==> src/i2c_target_register_file_assert.svh <==
// Assertion macros for the I2C target register file.
// Included by the modules that check their own sequencing; needs clk and rst in scope.
`ifndef I2C_TARGET_REGISTER_FILE_ASSERT_SVH
`define I2C_TARGET_REGISTER_FILE_ASSERT_SVH
`ifndef SYNTHESIS
`define RF_ASSERT_IMP(lbl, pre, post, msg) \
  lbl: assert property (@(posedge clk) disable iff (rst) (pre) |-> (post)) else $error(msg);
`define RF_ASSERT_NXT(lbl, pre, post, msg) \
  lbl: assert property (@(posedge clk) disable iff (rst) (pre) |=> (post)) else $error(msg);
`else
`define RF_ASSERT_IMP(lbl, pre, post, msg)
`define RF_ASSERT_NXT(lbl, pre, post, msg)
`endif
`endif

==> src/i2c_rf_pkg.sv <==
// Shared types and constants of the I2C target register file.
// No dependencies; used by the bank, the sequencer and the top level.
package i2c_rf_pkg;

  localparam int BANK_AW = 5;
  localparam int CNT_W = BANK_AW + 1;
  localparam int CFG_AW = 4;

  localparam int DEF_REGISTER_COUNT = 32;
  localparam int DEF_CHECKSUM_INDEX = 31;
  localparam int DEF_CONTROL_INDEX = 0;
  localparam int DEF_SYNC_INDEX = 8;
  localparam int DEF_STATUS_INDEX = 7;
  localparam int DEF_LOCAL_LIMIT = 30;

  localparam int MODE_INDEX = 1;
  localparam int RATE_INDEX = 2;
  localparam int ADC_SEL_INDEX = 3;
  localparam int DIG_SEL_INDEX = 4;
  localparam int NODE_INDEX = 5;
  localparam int CLUSTER_INDEX = 6;

  localparam logic [7:0] RUN_BIT = 8'h01;
  localparam logic [7:0] STOP_BIT = 8'h02;
  localparam logic [7:0] RESET_BIT = 8'h04;
  localparam logic [7:0] ADC_SEL_DEFAULT = 8'h0F;
  localparam logic [7:0] DIG_SEL_DEFAULT = 8'hFF;

  typedef enum logic [2:0] {
    ACT_SET_PTR,
    ACT_BUS_WRITE,
    ACT_BUS_READ,
    ACT_STATUS,
    ACT_CLR_EVENT,
    ACT_TAKE_CHANGED,
    ACT_LOCAL_READ,
    ACT_INIT
  } action_t;

  typedef enum logic [1:0] {
    EV_NONE,
    EV_START,
    EV_STOP,
    EV_RESET
  } event_t;

  typedef enum logic [1:0] {
    CFG_NODE,
    CFG_CLUSTER,
    CFG_MODE,
    CFG_RATE
  } cfg_index_t;

  typedef struct packed {
    logic               we;
    logic [BANK_AW-1:0] waddr;
    logic [7:0]         wdata;
    logic [BANK_AW-1:0] raddr;
  } bank_req_t;

  typedef struct packed {
    logic [7:0] node;
    logic [7:0] cluster;
    logic [7:0] mode;
    logic [7:0] rate;
  } defaults_t;

endpackage

==> src/i2c_rf_bank.sv <==
// Register bank storage: one write port and one registered read port.
// Depends on i2c_rf_pkg for the request struct.
module i2c_rf_bank #(
  parameter int REGISTER_COUNT = i2c_rf_pkg::DEF_REGISTER_COUNT
) (
  input  logic                  clk,
  input  i2c_rf_pkg::bank_req_t req,
  output logic [7:0]            rdata
);

  localparam int IW = $clog2(REGISTER_COUNT);

  logic [7:0] mem [REGISTER_COUNT];

  always_ff @(posedge clk) begin
    if (req.we) begin
      mem[req.waddr[IW-1:0]] <= req.wdata;
    end
    rdata <= mem[req.raddr[IW-1:0]];
  end

endmodule

==> src/i2c_rf_seq.sv <==
// Action sequencer: decodes each command, sweeps the bank for clears, defaults and
// the checksum through one XOR accumulator, and steps the pointer by repeated subtraction.
// Depends on i2c_rf_pkg and the assertion header.
`include "i2c_target_register_file_assert.svh"
module i2c_rf_seq #(
  parameter int REGISTER_COUNT = i2c_rf_pkg::DEF_REGISTER_COUNT,
  parameter int CHECKSUM_INDEX = i2c_rf_pkg::DEF_CHECKSUM_INDEX,
  parameter int CONTROL_INDEX  = i2c_rf_pkg::DEF_CONTROL_INDEX,
  parameter int SYNC_INDEX     = i2c_rf_pkg::DEF_SYNC_INDEX,
  parameter int STATUS_INDEX   = i2c_rf_pkg::DEF_STATUS_INDEX,
  parameter int LOCAL_LIMIT    = i2c_rf_pkg::DEF_LOCAL_LIMIT
) (
  input  logic                  clk,
  input  logic                  rst,
  input  logic                  start,
  output logic                  busy,
  input  logic [2:0]            action,
  input  logic [7:0]            target_addr,
  input  logic [7:0]            data_byte,
  input  logic [7:0]            status_mask,
  input  logic                  status_level,
  input  i2c_rf_pkg::defaults_t defaults,
  output logic                  done,
  output logic [7:0]            read_data,
  output logic [1:0]            pending_event,
  output logic                  changed_flag,
  output logic                  address_error,
  output i2c_rf_pkg::bank_req_t bank_req,
  input  logic [7:0]            bank_rdata
);

  localparam int CW = i2c_rf_pkg::CNT_W;
  localparam int AW = i2c_rf_pkg::BANK_AW;
  localparam bit CHK_LIVE = CHECKSUM_INDEX < REGISTER_COUNT;
  localparam bit STS_LIVE = STATUS_INDEX < REGISTER_COUNT;

  typedef enum logic [3:0] {
    S_IDLE,
    S_WIPE,
    S_INIT,
    S_WRITE,
    S_SUM,
    S_STEP,
    S_FETCH,
    S_LREAD,
    S_STATUS
  } state_t;

  state_t                 state;
  i2c_rf_pkg::action_t    act_q;
  i2c_rf_pkg::event_t     event_q;
  logic [7:0]             addr_q;
  logic [7:0]             data_q;
  logic [7:0]             mask_q;
  logic                   level_q;
  logic                   aerr_q;
  logic [CW-1:0]          cnt;
  logic [7:0]             acc;
  logic [8:0]             step_val;
  logic [7:0]             pointer;
  logic                   dirty;

  logic                   addr_live;
  logic                   ptr_live;
  logic                   local_bad;
  logic [7:0]             init_byte;
  logic [7:0]             sum_next;
  logic [7:0]             init_next;
  logic                   sum_last;
  logic                   read_phase;

  assign busy = (state != S_IDLE);
  assign pending_event = event_q;
  assign addr_live = target_addr < 8'(REGISTER_COUNT);
  assign ptr_live = pointer < 8'(REGISTER_COUNT);
  assign local_bad = (target_addr > 8'(LOCAL_LIMIT)) || !addr_live;
  assign sum_last = (state == S_SUM) && (cnt == CW'(REGISTER_COUNT));
  assign read_phase = (state == S_STEP) || (state == S_FETCH) || (state == S_LREAD);

  always_comb begin
    priority if (cnt == CW'(i2c_rf_pkg::CLUSTER_INDEX)) begin
      init_byte = defaults.cluster;
    end else if (cnt == CW'(i2c_rf_pkg::NODE_INDEX)) begin
      init_byte = defaults.node;
    end else if (cnt == CW'(i2c_rf_pkg::DIG_SEL_INDEX)) begin
      init_byte = i2c_rf_pkg::DIG_SEL_DEFAULT;
    end else if (cnt == CW'(i2c_rf_pkg::ADC_SEL_INDEX)) begin
      init_byte = i2c_rf_pkg::ADC_SEL_DEFAULT;
    end else if (cnt == CW'(i2c_rf_pkg::RATE_INDEX)) begin
      init_byte = defaults.rate;
    end else if (cnt == CW'(i2c_rf_pkg::MODE_INDEX)) begin
      init_byte = defaults.mode;
    end else if (cnt == CW'(CONTROL_INDEX)) begin
      init_byte = i2c_rf_pkg::STOP_BIT;
    end else begin
      init_byte = 8'h00;
    end
  end

  // The bank read is registered, so the read data belongs to the sweep address before the current one.
  assign sum_next = ((cnt != '0) && (cnt != CW'(CHECKSUM_INDEX + 1))) ? (acc ^ bank_rdata) : acc;
  assign init_next = (cnt != CW'(CHECKSUM_INDEX)) ? (acc ^ init_byte) : acc;

  always_comb begin
    bank_req.we = 1'b0;
    bank_req.waddr = '0;
    bank_req.wdata = 8'h00;
    bank_req.raddr = pointer[AW-1:0];
    unique case (state)
      S_WIPE: begin
        bank_req.we = 1'b1;
        bank_req.waddr = cnt[AW-1:0];
      end
      S_INIT: begin
        if (cnt < CW'(REGISTER_COUNT)) begin
          bank_req.we = 1'b1;
          bank_req.waddr = cnt[AW-1:0];
          bank_req.wdata = init_byte;
        end else if (CHK_LIVE) begin
          bank_req.we = 1'b1;
          bank_req.waddr = AW'(CHECKSUM_INDEX);
          bank_req.wdata = acc;
        end
      end
      S_WRITE: begin
        bank_req.we = 1'b1;
        bank_req.waddr = addr_q[AW-1:0];
        bank_req.wdata = data_q;
      end
      S_SUM: begin
        bank_req.raddr = cnt[AW-1:0];
        if (cnt == CW'(REGISTER_COUNT)) begin
          bank_req.we = 1'b1;
          bank_req.waddr = AW'(CHECKSUM_INDEX);
          bank_req.wdata = sum_next;
        end
      end
      S_FETCH: begin
        bank_req.raddr = addr_q[AW-1:0];
      end
      S_STATUS: begin
        bank_req.we = 1'b1;
        bank_req.waddr = addr_q[AW-1:0];
        bank_req.wdata = level_q ? (bank_rdata | mask_q) : (bank_rdata & ~mask_q);
      end
      default: begin
      end
    endcase
  end

  always_ff @(posedge clk) begin
    if (rst) begin
      state <= S_WIPE;
      cnt <= '0;
      pointer <= 8'h00;
      event_q <= i2c_rf_pkg::EV_NONE;
      dirty <= 1'b0;
      done <= 1'b0;
    end else begin
      done <= 1'b0;
      unique case (state)
        S_IDLE: begin
          if (start) begin
            act_q <= i2c_rf_pkg::action_t'(action);
            addr_q <= target_addr;
            data_q <= data_byte;
            mask_q <= status_mask;
            level_q <= status_level;
            cnt <= '0;
            acc <= 8'h00;
            read_data <= 8'h00;
            address_error <= 1'b0;
            changed_flag <= dirty;
            unique case (i2c_rf_pkg::action_t'(action))
              i2c_rf_pkg::ACT_SET_PTR: begin
                pointer <= target_addr;
                address_error <= !addr_live;
                done <= 1'b1;
              end
              i2c_rf_pkg::ACT_BUS_WRITE: begin
                pointer <= target_addr;
                if (!addr_live) begin
                  address_error <= 1'b1;
                  done <= 1'b1;
                end else begin
                  if (target_addr == 8'(SYNC_INDEX)) begin
                    event_q <= (data_byte != 8'h00) ? i2c_rf_pkg::EV_START
                                                    : i2c_rf_pkg::EV_STOP;
                  end else if (target_addr == 8'(CONTROL_INDEX)) begin
                    priority if ((data_byte & i2c_rf_pkg::RUN_BIT) != 8'h00) begin
                      event_q <= i2c_rf_pkg::EV_START;
                    end else if ((data_byte & i2c_rf_pkg::STOP_BIT) != 8'h00) begin
                      event_q <= i2c_rf_pkg::EV_STOP;
                    end else if ((data_byte & i2c_rf_pkg::RESET_BIT) != 8'h00) begin
                      event_q <= i2c_rf_pkg::EV_RESET;
                    end
                  end
                  dirty <= 1'b1;
                  state <= S_WRITE;
                end
              end
              i2c_rf_pkg::ACT_BUS_READ: begin
                step_val <= {1'b0, pointer} + 9'd1;
                aerr_q <= !ptr_live;
                state <= S_STEP;
              end
              i2c_rf_pkg::ACT_STATUS: begin
                if (STS_LIVE) begin
                  addr_q <= 8'(STATUS_INDEX);
                  state <= S_FETCH;
                end else begin
                  done <= 1'b1;
                end
              end
              i2c_rf_pkg::ACT_CLR_EVENT: begin
                event_q <= i2c_rf_pkg::EV_NONE;
                done <= 1'b1;
              end
              i2c_rf_pkg::ACT_TAKE_CHANGED: begin
                dirty <= 1'b0;
                done <= 1'b1;
              end
              i2c_rf_pkg::ACT_LOCAL_READ: begin
                if (local_bad) begin
                  address_error <= 1'b1;
                  done <= 1'b1;
                end else begin
                  state <= S_FETCH;
                end
              end
              i2c_rf_pkg::ACT_INIT: begin
                state <= S_INIT;
              end
            endcase
          end
        end
        S_WIPE: begin
          cnt <= cnt + 1'b1;
          if (cnt == CW'(REGISTER_COUNT - 1)) begin
            state <= S_IDLE;
          end
        end
        S_INIT: begin
          if (cnt < CW'(REGISTER_COUNT)) begin
            acc <= init_next;
            cnt <= cnt + 1'b1;
          end else begin
            changed_flag <= dirty;
            done <= 1'b1;
            state <= S_IDLE;
          end
        end
        S_WRITE: begin
          if (CHK_LIVE) begin
            state <= S_SUM;
          end else begin
            changed_flag <= dirty;
            done <= 1'b1;
            state <= S_IDLE;
          end
        end
        S_SUM: begin
          if (cnt == CW'(REGISTER_COUNT)) begin
            changed_flag <= dirty;
            done <= 1'b1;
            state <= S_IDLE;
          end else begin
            acc <= sum_next;
            cnt <= cnt + 1'b1;
          end
        end
        S_STEP: begin
          if (step_val >= 9'(REGISTER_COUNT)) begin
            step_val <= step_val - 9'(REGISTER_COUNT);
          end else begin
            pointer <= step_val[7:0];
            read_data <= aerr_q ? 8'h00 : bank_rdata;
            address_error <= aerr_q;
            done <= 1'b1;
            state <= S_IDLE;
          end
        end
        S_FETCH: begin
          state <= (act_q == i2c_rf_pkg::ACT_STATUS) ? S_STATUS : S_LREAD;
        end
        S_LREAD: begin
          read_data <= bank_rdata;
          done <= 1'b1;
          state <= S_IDLE;
        end
        S_STATUS: begin
          done <= 1'b1;
          state <= S_IDLE;
        end
        default: begin
          state <= S_IDLE;
        end
      endcase
    end
  end

  `RF_ASSERT_IMP(a_done_idle, done, state == S_IDLE, "result beat while sequencer busy")
  `RF_ASSERT_NXT(a_sum_done, sum_last, done, "checksum sweep ended without a result beat")
  `RF_ASSERT_IMP(a_wipe_quiet, state == S_WIPE, !done, "result beat during reset clear")
  `RF_ASSERT_IMP(a_write_state, bank_req.we, busy && !read_phase, "stray bank write")

endmodule

==> src/i2c_target_register_file.sv <==
// Top level of the I2C target register file: configuration registers on the APB-style
// port, the action sequencer and the register bank.
// Depends on i2c_rf_pkg, i2c_rf_seq and i2c_rf_bank.
//
// Usage: a command beat is taken at a rising edge with start high and busy low; it
// carries action, target_addr, data_byte, status_mask and status_level. Each command
// gives exactly one result beat: done is high for one cycle with read_data,
// pending_event, changed_flag and address_error valid. The receiver cannot stall.
// Set pointer, clear event, take changed and any rejected address give done straight
// from idle; a bus read steps the pointer by one, wrapping it into the file by repeated
// subtraction of REGISTER_COUNT, and returns the byte at the old pointer; local read and
// status update go through the registered bank read. A bus write stores the byte and,
// when the checksum register lies in the file, runs the one-entry-per-cycle checksum
// sweep over the bank read port; initialise makes one bank write per cycle. A new command
// may be taken in the done cycle. After reset the bank is cleared with busy high;
// configuration writes are taken at any time and are applied on initialise.
module i2c_target_register_file #(
  parameter int REGISTER_COUNT = i2c_rf_pkg::DEF_REGISTER_COUNT,
  parameter int CHECKSUM_INDEX = i2c_rf_pkg::DEF_CHECKSUM_INDEX,
  parameter int CONTROL_INDEX  = i2c_rf_pkg::DEF_CONTROL_INDEX,
  parameter int SYNC_INDEX     = i2c_rf_pkg::DEF_SYNC_INDEX,
  parameter int STATUS_INDEX   = i2c_rf_pkg::DEF_STATUS_INDEX,
  parameter int LOCAL_LIMIT    = i2c_rf_pkg::DEF_LOCAL_LIMIT
) (
  input  logic                          clk,
  input  logic                          rst,
  input  logic                          start,
  output logic                          busy,
  input  logic [2:0]                    action,
  input  logic [7:0]                    target_addr,
  input  logic [7:0]                    data_byte,
  input  logic [7:0]                    status_mask,
  input  logic                          status_level,
  output logic                          done,
  output logic [7:0]                    read_data,
  output logic [1:0]                    pending_event,
  output logic                          changed_flag,
  output logic                          address_error,
  input  logic                          psel,
  input  logic                          penable,
  input  logic                          pwrite,
  input  logic [i2c_rf_pkg::CFG_AW-1:0] paddr,
  input  logic [31:0]                   pwdata,
  output logic [31:0]                   prdata,
  output logic                          pready
);

  localparam int AW = i2c_rf_pkg::CFG_AW;

  i2c_rf_pkg::defaults_t  defaults;
  i2c_rf_pkg::bank_req_t  bank_req;
  i2c_rf_pkg::cfg_index_t cfg_sel;
  logic [7:0]             bank_rdata;
  logic                   cfg_write;

  assign pready = 1'b1;
  assign cfg_sel = i2c_rf_pkg::cfg_index_t'(paddr[AW-1:2]);
  assign cfg_write = psel && penable && pwrite && pready;

  always_ff @(posedge clk) begin
    if (rst) begin
      defaults <= '0;
    end else if (cfg_write) begin
      unique case (cfg_sel)
        i2c_rf_pkg::CFG_NODE:    defaults.node <= pwdata[7:0];
        i2c_rf_pkg::CFG_CLUSTER: defaults.cluster <= pwdata[7:0];
        i2c_rf_pkg::CFG_MODE:    defaults.mode <= pwdata[7:0];
        i2c_rf_pkg::CFG_RATE:    defaults.rate <= pwdata[7:0];
      endcase
    end
  end

  always_comb begin
    unique case (cfg_sel)
      i2c_rf_pkg::CFG_NODE:    prdata = {24'h0, defaults.node};
      i2c_rf_pkg::CFG_CLUSTER: prdata = {24'h0, defaults.cluster};
      i2c_rf_pkg::CFG_MODE:    prdata = {24'h0, defaults.mode};
      i2c_rf_pkg::CFG_RATE:    prdata = {24'h0, defaults.rate};
    endcase
  end

  i2c_rf_seq #(
    .REGISTER_COUNT (REGISTER_COUNT),
    .CHECKSUM_INDEX (CHECKSUM_INDEX),
    .CONTROL_INDEX  (CONTROL_INDEX),
    .SYNC_INDEX     (SYNC_INDEX),
    .STATUS_INDEX   (STATUS_INDEX),
    .LOCAL_LIMIT    (LOCAL_LIMIT)
  ) u_seq (
    .clk           (clk),
    .rst           (rst),
    .start         (start),
    .busy          (busy),
    .action        (action),
    .target_addr   (target_addr),
    .data_byte     (data_byte),
    .status_mask   (status_mask),
    .status_level  (status_level),
    .defaults      (defaults),
    .done          (done),
    .read_data     (read_data),
    .pending_event (pending_event),
    .changed_flag  (changed_flag),
    .address_error (address_error),
    .bank_req      (bank_req),
    .bank_rdata    (bank_rdata)
  );

  i2c_rf_bank #(
    .REGISTER_COUNT (REGISTER_COUNT)
  ) u_bank (
    .clk   (clk),
    .req   (bank_req),
    .rdata (bank_rdata)
  );

endmodule
==> config.mk <==
export PLATFORM = sky130hd
export DESIGN_NAME = i2c_target_register_file
export DESIGN_NICKNAME = d
export VERILOG_FILES = /design/src/i2c_rf_pkg.sv /design/src/i2c_rf_bank.sv /design/src/i2c_rf_seq.sv /design/src/i2c_target_register_file.sv
export VERILOG_INCLUDE_DIRS = /design/src /design/src/src
export SDC_FILE = /design/constraint.sdc
export NUM_CORES = 1
export LEC_CHECK = 0
export ABC_AREA = 1
export BUFFER_PORTS_ARGS = -buffer_cell sky130_fd_sc_hd__buf_2
export CAP_MARGIN = 40
export CORE_MARGIN = 2
export CORE_UTILIZATION = 36
export CTS_CLUSTER_DIAMETER = 200
export CTS_CLUSTER_SIZE = 12
export DETAILED_ROUTE_END_ITERATION = 10
export GPL_ROUTABILITY_DRIVEN = 0
export PLACE_DENSITY = 0.61
export SLEW_MARGIN = 20
export SYNTH_ARGS = -nofsm -noshare
export SYNTH_HDL_FRONTEND = slang
export SYNTH_HIERARCHICAL = 1
export SYNTH_SLANG_ARGS = --single-unit
==> constraint.sdc <==
create_clock -name clk -period 3.5 [get_ports clk]
set_input_delay 0.7 -clock clk [delete_from_list [all_inputs] [get_ports clk]]
set_output_delay 0.7 -clock clk [all_outputs]
set_load 0.01 [all_outputs]
==> reports/qor.txt, run 1 <==
worst slack at placement = 0.300 ns
#FFs+latches synth = 371
routed vias/inst = 5.07
most common cell after layout, fill and taps aside = nand2_1
CP startpoint kind = flip-flop
initial antenna violation count = 0
first-pass GRT wire length = 67900 microns
setup TNS = 0 ns
die height = 223 microns
sequential area share after synthesis = 0.607
std cell rows = 80
worst-skew pair later-pin latency = 0.54 ns
final setup vio count = 0
type of the worst setup path = flip-flop to flip-flop
Async SR Flop Fraction = 0
Detailed Route WL = 43900 microns
CTS tree = yes
Clock H-tree levels = 2
ant diodes = 0
Setup WS post-layout = 0.283 ns
core area = 0.0476 sq mm
R2R setup slack = 0.28 ns
maximum clock rate = 311 MHz
Avg Cell Area, Syn = 9.48 sq um
Post-synth EDFFs = 309
worst path required time = 3.73 ns
placed cell area = 0.0183 sq mm
Initial Utilization = 0.363
Layout Nets = 1996
Ys Warns = 6
HPWL Detailed = 28500 microns
total die area = 0.0499 sq mm
kind of end point of the critical path = flip-flop
Final Util = 0.406
Routed Antenna Nets = 0
share of cells above drive strength 1 = 0.117
status = finished clean
Final min period = 3.22 ns
Clk pin slew, worst setup/hold paths = 0.07 ns
fin. max-slew vios = 0
clock skew = 0.0143 ns
Pwr Density = 723 mW/mm^2
pin count of the biggest net entering global routing = 129
clk sinks = 371
router iterations before antenna repair = 5
Clock Tree Root = clkbuf_16
Post-Syn Area = 0.0173 sq mm
Die Wd = 223 microns
vias in the first global route = 12143
Synth Flop Type = edfxtp_1
worst reg2reg path depth = 13
Vias = 12956
launching point of the worst reg2reg path = u_seq/cnt[0]
finished layout cell area = 0.0194 sq mm
timing endpoint of the critical path = u_bank/mem[17][0]
Critical Path AT = 3.45 ns
HP Class = input port to flip-flop
Hold Vio Cnt, Final = 0
worst hold stages = 1
commonest cells after routing, fill and taps aside = nand2_1, edfxtp_1, nand3_1
total power = 14000 uW
crit path max fanout = 11
# Max-Cap Violations = 0
worst-margin pin slew = 0.791 ns
crit path from = u_seq/cnt[0]
Total Routing Usage GR = 0.174
Largest register FFs = 256
Slew HR = 0.471
Max clock buf depth = 3
synthesis-to-layout area growth = 11.8%
Starting DRT DRC Count = 1090
leakage power = 0.00755 uW
Distinct cells, synth = 41
CTS Buf Count = 36
Cells after Synth = 1826
Reg-to-Reg End = u_bank/mem[17][0]
RSZ-0062 raised after global routing = false
Port Buf Inserts = 65
maximum vdd ir drop = 0.000361 V
Ports = 117
gr ovfl total = 0
DRC Markers = 0
final period utilization = 0.919
drt wl/cell = 17.2 microns
-- final cells by class --
class / count / area, sq um
multi-input cells: 1279 / 5790
clock inverters: 1 / 16.3
inverters: 102 / 384
repair buffers: 130 / 853
fillers: 4597 / 28300
flip-flops and latches: 371 / 10500
clock buffers: 58 / 1030
well taps: 615 / 769
-- per-stage QoR --
step,hold slack (ns),std cells
floorplan,0.409,1849
global placement,0.426,2495
detailed placement,0.445,2497
CTS,0.335,2556
global route,0.347,2556
finish,0.350,2556
-- cells in the mapped netlist (all sizes together), types with 11 or more instances --
cell type,number,area (sq um)
a21oi,31,166
o21ai,30,158
nor2,198,861
nand3,300,1510
dfxtp,62,1240
nand2,612,2340
buf,86,697
nand4,22,138
nor3,12,82.6
clkbuf,11,41.3
inv,102,383
edfxtp,309,9280
o211ai,12,90.1
-- how the worst min path moves through the flow --
stage	start	endpoint	slack [ns]
after floorplan	u_seq/dirty	u_seq/changed_flag	0.41
after global placement	u_seq/dirty	u_seq/changed_flag	0.43
after detailed placement	u_seq/act_q[2]	u_seq/state[3]	0.44
after CTS	status_mask[2]	u_seq/mask_q[2]	0.33
after global routing	status_mask[4]	u_seq/mask_q[4]	0.35
final	status_mask[2]	u_seq/mask_q[2]	0.35
-- power by group --
part | switching (uW) | total [uW] | internal, uW
logic | 3490 | 4790 | 1300
registers | 223 | 5640 | 5420
clock network | 1570 | 3570 | 2000
-- cells by family after synthesis --
family,count (synthesis),share of synthesized area
fa+ha+maj,6,0.00433
flops,371,0.607
xor+xnor,4,0.00202
compound gates,91,0.0327
buf+inv,199,0.0647
simple gates,1153,0.288
other cells,2,0.000434
-- per-layer routing --
metal,track usage,vias to the layer above,share of wire
met4,0.0583,0,0.026
met1,0.239,6087,0.44
met3,0.0283,78,0.071
met2,0.282,478,0.47
li1,-,6313,-
met5,0,-,0
-- critical path, cell delays in order (launching register included) --
cell and delay [ns]:
dfxtp_1 0.42, inv_1 0.16, ha_1 0.28, inv_1 0.14, nor2_2 0.07, nand2_4 0.13, nor2_4 0.05, a21oi_4 0.29
o211ai_1 0.21, inv_1 0.11, nand3_1 0.39, buf_4 0.33, nor2_1 0.11, buf_4 0.20
-- timing repair --
item | CTS | global route
setup buffers | 0 | 0
hold buffers | 0 | 0
resized for setup | 0 | 2
endpoints found under the setup margin | 0 | 16
Note: power is estimated with default switching activity, not from simulation.
==> run 2, diff against run 1 <==
- REMOVE_ABC_BUFFERS: unset -> 1
- clock period: 3.5 -> 3.8 ns (I/O delays scaled with it)
==> reports/qor.txt, run 2 (same netlist as run 1, synthesis figures left out) <==
CTS Buf Count = 36
Reg-to-Reg End = u_bank/mem[19][3]
Psw = 4850 uW
Layout Nets = 1988
clk sinks = 371
worst reg2reg path depth = 11
router iterations before antenna repair = 5
RSZ-0062 raised after global routing = false
HPWL Detailed = 28300 microns
Clock H-tree levels = 2
layout filler cell count = 4595
core area = 0.0476 sq mm
total die area = 0.0499 sq mm
CP startpoint kind = flip-flop
vias in the first global route = 12317
Hold Vio Cnt, Final = 0
Max clock buf depth = 3
type of the worst setup path = flip-flop to flip-flop
launching point of the worst reg2reg path = u_seq/cnt[0]
worst-skew pair later-pin latency = 0.55 ns
Starting DRT DRC Count = 1278
Ports = 117
Cells after DPL = 2489
drt wl/cell = 17.4 microns
Total Routing Usage GR = 0.176
non-filler instance count after layout = 2546
kind of end point of the critical path = flip-flop
first-pass GRT wire length = 68300 microns
final period utilization = 0.862
fin. max-slew vios = 0
timing endpoint of the critical path = u_bank/mem[19][3]
Clk pin slew, worst setup/hold paths = 0.07 ns
die height = 223 microns
setup TNS = 0 ns
DRC Markers = 0
commonest cells after routing, fill and taps aside = nand2_1, edfxtp_1, nand3_1
post-CTS setup buffers = 0
share of cells above drive strength 1 = 0.113
Critical Path AT = 3.45 ns
leakage power = 0.00749 uW
synthesis-to-layout area growth = 11.3%
ant diodes = 0
crit path max fanout = 11
total power = 12800 uW
maximum clock rate = 305 MHz
clock skew = 0.0274 ns
most common cell after layout, fill and taps aside = nand2_1
final setup vio count = 0
Port Buf Inserts = 65
HP Class = input port to flip-flop
sw frac = 0.380
pin count of the biggest net entering global routing = 129
Die Wd = 223 microns
gr ovfl total = 0
placed cell area = 0.0183 sq mm
Clock Tree Root = clkbuf_16
Detailed Route WL = 44300 microns
CTS tree = yes
Pwr Density = 663 mW/mm^2
worst path required time = 3.98 ns
Flop pwr share = 0.407
hold buffers post-CTS = 0
crit path from = u_seq/cnt[0]
combinational share of power = 0.338
finished layout cell area = 0.0193 sq mm
Clock power frac = 0.255
status = finished clean
minimum hold slack = 0.403 ns
Slew HR = 0.450
Resize count post-CTS = 0
Routed Antenna Nets = 0
Largest register FFs = 256
Final min period = 3.28 ns
# Max-Cap Violations = 0
std cell rows = 80
initial antenna violation count = 0
maximum vdd ir drop = 0.000306 V
Int Pwr = 7920 uW
worst-margin pin slew = 0.825 ns
R2R setup slack = 0.52 ns
Vias = 12990
Initial Utilization = 0.363
routed vias/inst = 5.10
[run 2: critical path, cell delays in order, from the launching register on]
cell      delay [ns]
dfxtp_1         0.44
inv_1           0.17
ha_1            0.29
inv_1           0.15
nor2_2          0.07
nand2_4         0.15
nor2_4          0.06
a21oi_4         0.28
o221ai_1        0.30
inv_1           0.19
nand3_1         0.19
nor2_1          0.61
[run 2: through the flow]
step / worst slack (ns) / util
2_1_floorplan: -5.18 / -
3_3_place_gp: 0.650 / 0.383
3_5_place_dp: 0.589 / 0.383
4_1_cts: 0.560 / 0.404
5_1_grt: 0.229 / 0.404
6_report: 0.523 / 0.404
[run 2: final cells by class]
class                   instances  area [sq um]  area share
well taps                     615           769      0.0399
repair buffers                122           786      0.0408
clock inverters                 3          45.0     0.00234
clock buffers                  54           968      0.0503
inverters                     102           384      0.0199
flip-flops and latches        371         10500       0.546
multi-input cells            1279          5800       0.301
[run 2: per-layer routing]
layer  wire, microns  track usage
met1           19200        0.236
met2           21500        0.299
met3            2690       0.0221
met4             935       0.0492
met5               0            0
[run 2: how the worst min path moves through the flow]
stage | from | to | depth (start not counted)
2_1_floorplan | u_seq/dirty | u_seq/changed_flag | 0
3_3_place_gp | u_seq/dirty | u_seq/changed_flag | 0
3_5_place_dp | u_seq/dirty | u_seq/changed_flag | 0
4_1_cts | status_mask[7] | u_seq/mask_q[7] | 1
5_1_grt | status_mask[2] | u_seq/mask_q[2] | 1
6_report | status_mask[7] | u_seq/mask_q[7] | 1
[run 2: power by group through the flow]
stage | logic, uW | clock network, uW | registers, uW
2_1_floorplan | 2840 | 0 | 5220
4_1_cts | 4280 | 3330 | 5200
3_5_place_dp | 4270 | 0 | 5280
6_report | 4310 | 3260 | 5200
5_1_grt | 4760 | 3470 | 5220
3_3_place_gp | 4220 | 0 | 5270
